<file path="src/rtl/maae_pkg.sv">
`timescale 1ns / 1ps
`default_nettype none
// ----------------------------------------------------------------------------
// maae_pkg
// Shared sizes, instruction codes and controller/datapath interface types for
// the misaligned access and atomic emulator.
// ----------------------------------------------------------------------------
package maae_pkg;

   localparam int MEM_WORDS = 1024;
   localparam int MEM_AW    = $clog2(MEM_WORDS);
   localparam logic [32:0] WIN_BYTES = 33'(4 * MEM_WORDS);
   localparam logic [MEM_AW-1:0] LAST_WORD = MEM_AW'(MEM_WORDS - 1);

   typedef enum logic [1:0] {
      ST_DONE  = 2'd0,
      ST_FAULT = 2'd1,
      ST_UNSUP = 2'd2
   } status_type;

   localparam logic [1:0] FUNC_LOAD  = 2'd0;
   localparam logic [1:0] FUNC_STORE = 2'd1;
   localparam logic [1:0] FUNC_ILL   = 2'd2;

   localparam logic [2:0] F3_H  = 3'd1;
   localparam logic [2:0] F3_W  = 3'd2;
   localparam logic [2:0] F3_HU = 3'd5;

   localparam logic [6:0] OPC_AMO = 7'h2F;

   localparam logic [4:0] AMO_ADD  = 5'h00;
   localparam logic [4:0] AMO_SWAP = 5'h01;
   localparam logic [4:0] AMO_XOR  = 5'h04;
   localparam logic [4:0] AMO_OR   = 5'h08;
   localparam logic [4:0] AMO_AND  = 5'h0C;
   localparam logic [4:0] AMO_MIN  = 5'h10;
   localparam logic [4:0] AMO_MAX  = 5'h14;
   localparam logic [4:0] AMO_MINU = 5'h18;
   localparam logic [4:0] AMO_MAXU = 5'h1C;

   typedef struct packed {
      logic clear;
      logic capture;
      logic read;
      logic write_lo;
      logic write_hi;
      logic load_chk;
      logic load_mem;
   } dp_cmd_type;

   typedef struct packed {
      logic clear_last;
      logic need_mem;
      logic mem_write;
      logic write_hi;
   } dp_stat_type;

endpackage
`default_nettype wire

</file>
<file path="src/rtl/maae_ctrl.sv">
`timescale 1ns / 1ps
`default_nettype none
// ----------------------------------------------------------------------------
// maae_ctrl
// Controller: memory clearing pass, request sequencing through check, read,
// write and result load, and the request/result handshakes.
// ----------------------------------------------------------------------------
module maae_ctrl
   import maae_pkg::*;
(
   input  wire logic        clock,
   input  wire logic        reset,
   input  wire logic        req_tvalid,
   output logic             req_tready,
   output logic             rsp_tvalid,
   input  wire logic        rsp_tready,
   output dp_cmd_type       cmd,
   input  wire dp_stat_type stat
);

   typedef enum logic [2:0] {
      S_CLEAR,
      S_IDLE,
      S_CHECK,
      S_EXEC,
      S_WRHI
   } state_type;

   state_type state_ff, state_in;
   logic      req_ready_ff, req_ready_in;
   logic      rsp_valid_ff, rsp_valid_in;
   logic      slot_free;

   assign slot_free  = !rsp_valid_ff || rsp_tready;
   assign req_tready = req_ready_ff;
   assign rsp_tvalid = rsp_valid_ff;

   always_comb begin
      cmd          = '0;
      state_in     = state_ff;
      req_ready_in = req_ready_ff;
      rsp_valid_in = rsp_valid_ff && !rsp_tready;
      case (state_ff)
         S_CLEAR: begin
            cmd.clear = 1'b1;
            if (stat.clear_last) begin
               state_in     = S_IDLE;
               req_ready_in = 1'b1;
            end
         end
         S_IDLE: begin
            if (req_tvalid && req_ready_ff) begin
               cmd.capture  = 1'b1;
               req_ready_in = 1'b0;
               state_in     = S_CHECK;
            end
         end
         S_CHECK: begin
            if (slot_free) begin
               if (stat.need_mem) begin
                  cmd.read = 1'b1;
                  state_in = S_EXEC;
               end else begin
                  cmd.load_chk = 1'b1;
                  rsp_valid_in = 1'b1;
                  req_ready_in = 1'b1;
                  state_in     = S_IDLE;
               end
            end
         end
         S_EXEC: begin
            cmd.write_lo = stat.mem_write;
            if (stat.write_hi) begin
               state_in = S_WRHI;
            end else begin
               cmd.load_mem = 1'b1;
               rsp_valid_in = 1'b1;
               req_ready_in = 1'b1;
               state_in     = S_IDLE;
            end
         end
         S_WRHI: begin
            cmd.write_hi = 1'b1;
            cmd.load_mem = 1'b1;
            rsp_valid_in = 1'b1;
            req_ready_in = 1'b1;
            state_in     = S_IDLE;
         end
         default: begin
            state_in     = S_IDLE;
            req_ready_in = 1'b1;
         end
      endcase
   end

   always_ff @(posedge clock) begin
      if (reset) begin
         state_ff     <= S_CLEAR;
         req_ready_ff <= 1'b0;
         rsp_valid_ff <= 1'b0;
      end else begin
         state_ff     <= state_in;
         req_ready_ff <= req_ready_in;
         rsp_valid_ff <= rsp_valid_in;
      end
   end

endmodule
`default_nettype wire

</file>
<file path="config.mk">
export PLATFORM = sky130hd
export DESIGN_NAME = maae_ctrl
export DESIGN_NICKNAME = d
export VERILOG_FILES = /design/src/rtl/maae_pkg.sv /design/src/rtl/maae_ctrl.sv
export SDC_FILE = /design/constraint.sdc
export NUM_CORES = 1
export LEC_CHECK = 0
export ABC_AREA = 1
export BUFFER_PORTS_ARGS = -buffer_cell sky130_fd_sc_hd__buf_2
export CAP_MARGIN = 20
export CORE_AREA = 5 5 42 44
export DETAILED_ROUTE_END_ITERATION = 7
export DIE_AREA = 0 0 47 49
export MAX_ROUTING_LAYER = met4
export SLEW_MARGIN = 25
export SYNTH_ARGS = -nofsm -noshare
export SYNTH_HDL_FRONTEND = slang
export SYNTH_SLANG_ARGS = --single-unit
export TNS_END_PERCENT = 20
</file>
<file path="constraint.sdc">
create_clock -name clock -period 1.7 [get_ports clock]
set_clock_uncertainty 0.2 [all_clocks]
set_input_delay 0.34 -clock clock [delete_from_list [all_inputs] [get_ports clock]]
set_output_delay 0.34 -clock clock [all_outputs]
set_load 0.05 [all_outputs]
</file>
======== Yosys cells after proc, flatten, opt, wreduce, memory -nomap -nowiden ========
Index checks and enable logic that the tools add are counted.
storage, ports and cells
  bits in registers ....................... 5
  output and inout port bits .............. 9
  bits of input ports ..................... 8
  logic and storage cells ................. 49
cells by class
  reduce and logical (&&, ||, !) cells .... 8
  multiplexer cells ....................... 29
  equal/unequal tests ..................... 9
operator list
  kind                  count
  $mux W1               20
  $mux W3               4
  $pmux W3 S4           1
  $ne A2 B2 Y1 const B  5
  $eq A3 B2 Y1 const B  2
  $reduce_and A5 Y1     1
  $pmux W1 S4           1
  $eq A3 B1 Y1 const B  1
  $eq A3 B3 Y1 const B  1
  $logic_not A3 Y1      1
  $pmux W1 S3           1
  $reduce_and A3 Y1     1
  $logic_and A1 B1 Y1   2
  $logic_not A1 Y1      2
  $mux W2               1
  $pmux W1 S2           1
  $logic_or A1 B1 Y1    1

======== Logic depth before layout (Yosys ltp) ========
  depth after elaboration ................. 5
  mapped depth ............................ 7
  gate-level depth less buffers ........... 7

======== Worst setup path after synthesis ========
Ideal clock, no wire load.
  path kind ............................... reg2out
  from .................................... register state_ff[1]
  to ...................................... output port cmd[6] (netlist name)
  arrival ................................. 1.508 ns
  data required time ...................... 1.160 ns
  cell stages (with the launch flop) ...... 3
  path buffers ............................ 1
  setup slack ............................. -0.348 ns
  cells stage by stage .................... dfxtp_1 > buf_4 > nor3_1
RTL lines
  item                    RTL line          RTL
  start, declared         maae_ctrl.sv:29   state_type state_ff, state_in;
  start signal, assigned  maae_ctrl.sv:102  state_ff <= state_in;
  end, declared           maae_ctrl.sv:17   output dp_cmd_type cmd,

==> flow_metrics.py <==
metrics = {
    "run_status": {
        "outcome": "finished, violations left",
        "violations": "negative setup slack",
    },
    "cts": {
        "path_clk_slew_ns": 0.04,
        "insertion_delay_ns": 0.24,
        "root_buffer": "clkbuf_4",
        "cts_tree": "built",
        "cts.sinks": 5,
        "h-tree-depth": 1,
        "cts_buffer_depth": 2,
        "cts_hold_buf": 0,
        "cts_buffers": 3,
    },
    "power": {
        "leakagePower_nw": 0.292,
        "power.density_mw_per_mm2": 1060,
        "p_total_uw": 617,
        "ir_worst_vdd_mv": 0.661,
    },
    "drt": {
        "wl_per_cell_um": 9.36,
        "wl_um": 899,
        "wl_met3_um": 47,
        "drt_pass1_iterations": 4,
        "vias": 409,
        "highest-signal-layer": "met4",
        "viasPerCell": 4.26,
        "drtIter0Drc": 6,
        "met1Wirelength_um": 384,
        "ant_nets": 0,
        "dr_wl_met2_um": 450,
        "route.detailed.drc": 0,
    },
    "die": {
        "fp.dieH_um": 49,
        "fp.dieW_um": 47,
        "dieArea_mm2": 0.00230,
        "io_pins": 17,
        "num_rows": 14,
        "design.core.area_mm2": 0.00140,
        "start_util_pct": 24.0,
    },
    "placed_design": {
        "post-place-ws_ns": 0.0483,
        "dp_cells": 89,
        "hpwl_um": 676,
        "placedInstanceArea_um2": 457,
        "gp_congestion": 0.796,
        "portBuffers": 16,
    },
    "global_routing": {
        "grt_max_degree": 8,
        "grt-ovfl-total": 0,
        "grt_use_total_pct": 8.87,
        "antenna_found_initial": 0,
        "grt_pass1_vias": 382,
        "grt_pass1_wl_mm": 1.48,
    },
    "critical_path": {
        "critPathRequiredTime_ns": 1.16,
        "end_kind": "output pin",
        "crit_arrival_ns": 1.24,
        "cp_max_fo": 6,
        "path_class": "flop to output pin",
        "cp-start-kind": "flop",
    },
    "timing": {
        "tightestPinTransition_ns": 0.251,
        "maxSlewViolCount": 0,
        "fmax_mhz": 562,
        "hold_violations": 0,
        "slew_headroom_pct": 83.4,
        "fin_crit_sh_pct": 105,
        "setup_viol": 3,
        "worst_slack_ns": -0.0798,
        "rsz0062_at_grt": "true",
        "fin_crit_ns": 1.78,
    },
    "synth": {
        "seq_area_frac_synth_pct": 29.7,
        "postSynthNetCount": 63,
        "synth_edf_count": 0,
        "synth_cells": 55,
        "async_flop_share_pct": 0,
        "synth_top_area_share_pct": 29.7,
        "syn_area_um2": 337,
        "synth.most_common_cell": "inv_1",
        "synth_top_area_cell": "dfxtp_1",
        "synth_common_cells": "inv_1, nor2_1, nand2_1",
        "synth_area_leaders": "dfxtp_1, inv_1, nor2_1",
        "avgSynthCellArea_um2": 6.12,
        "synth_cell_type_count": 17,
        "ys.flop_type": "dfxtp_1",
        "yosys_warnings": 0,
        "ys_seq_elements": 5,
    },
    "cells_and_area": {
        "multi_input_area_um2": 208,
        "register_area_um2": 106,
        "area_growth_pct": 72.5,
        "fin_area_um2": 581,
        "insertedDiodeCount": 0,
        "drive_gt1_share_pct": 53.8,
        "fillers": 159,
        "finalNonFillerCells": 96,
        "postLayoutCoreUtil_pct": 41.4,
        "nNetsFinal": 89,
    },
    "flow_run": {
        "cap_violations": 0,
    },
    "min_path": {
        "hp-class": "input pin to flop",
    },
}
## final cells by class
type                            instances  area share [%]
Multi-Input combinational cell         36            35.8
Timing Repair Buffer                   22            29.1
Sequential cell                         5            18.3
Inverter                               13            8.84
Clock buffer                            4            4.53
Tap cell                               16            3.45
## sequential cells by signal (all words and copies together) (netlist names)
name        flops
state_ff        3
req_tready      1
rsp_tvalid      1
## metrics by stage
| stage | TNS, ns | hold slack (ns) |
|---|---|---|
| after floorplan | -0.461 | 0.209 |
| after global placement | 0 | 0.277 |
| after detailed placement | 0 | 0.284 |
| after CTS | -0.216 | 0.0993 |
| after global routing | -0.507 | 0.119 |
| final | -0.144 | 0.106 |
## worst paths after layout
path                    start     endpoint  slack (ns)  cells after the start
setup / recovery  state_ff[0]       cmd[1]       -0.08                      5
hold / removal          reset  state_ff[1]        0.11                      2
setup reg to reg  state_ff[2]   req_tready        0.35                      8
hold reg to reg    req_tready   req_tready        0.29                      2
## power by group
part           switching, mW  total (mW)  leakage (nW)  internal (mW)
Combinational          0.195       0.310         0.234          0.116
Sequential            0.0289       0.171        0.0425          0.143
Clock                 0.0468       0.135        0.0150         0.0886
## worst max-delay path: stages (launching register included)
cell	delay [ns]
dfxtp_4	0.36
inv_2	0.06
nand3_2	0.07
or2_1	0.24
nor2_2	0.10
buf_6	0.16
## per-layer routing
layer / vias to the layer above / global-route usage [%]
met2: 17 / 12.7
met4: 0 / 6.91
met5: - / -
met3: 2 / 1.11
li1: 219 / -
met1: 171 / 10.7
## cell usage in the layout, fill, tap and decap left out, types with 2 or more instances in the layout
cell and count:
nor2_1 7, nand4_1 3, dfxtp_2 2, clkbuf_4 3, or2_1 2, buf_2 9, nor2_2 4, nand3_1 2
inv_1 9, buf_6 5, a21oi_1 2, dfxtp_1 2, inv_2 3, nand2_1 7, buf_4 7
## repair_timing
action                     4_1_cts  5_1_grt
gates resized for setup         15       14
pin swaps                        2        3
buffers inserted                 1        2
gates cloned                     0        0
setup endpoints to repair        7        7
## cell families (layout without fill, tap and decap cells)
group                  Yosys count  after routing  synth area share (%)
AO/OA/AOI/OAI                    6              6                  11.9
buffers and inverters           14             39                  16.7
flip-flops                       5              5                  29.7
AND/OR/NAND/NOR                 30             30                  41.6
Power figures use the tool's default switching activity.
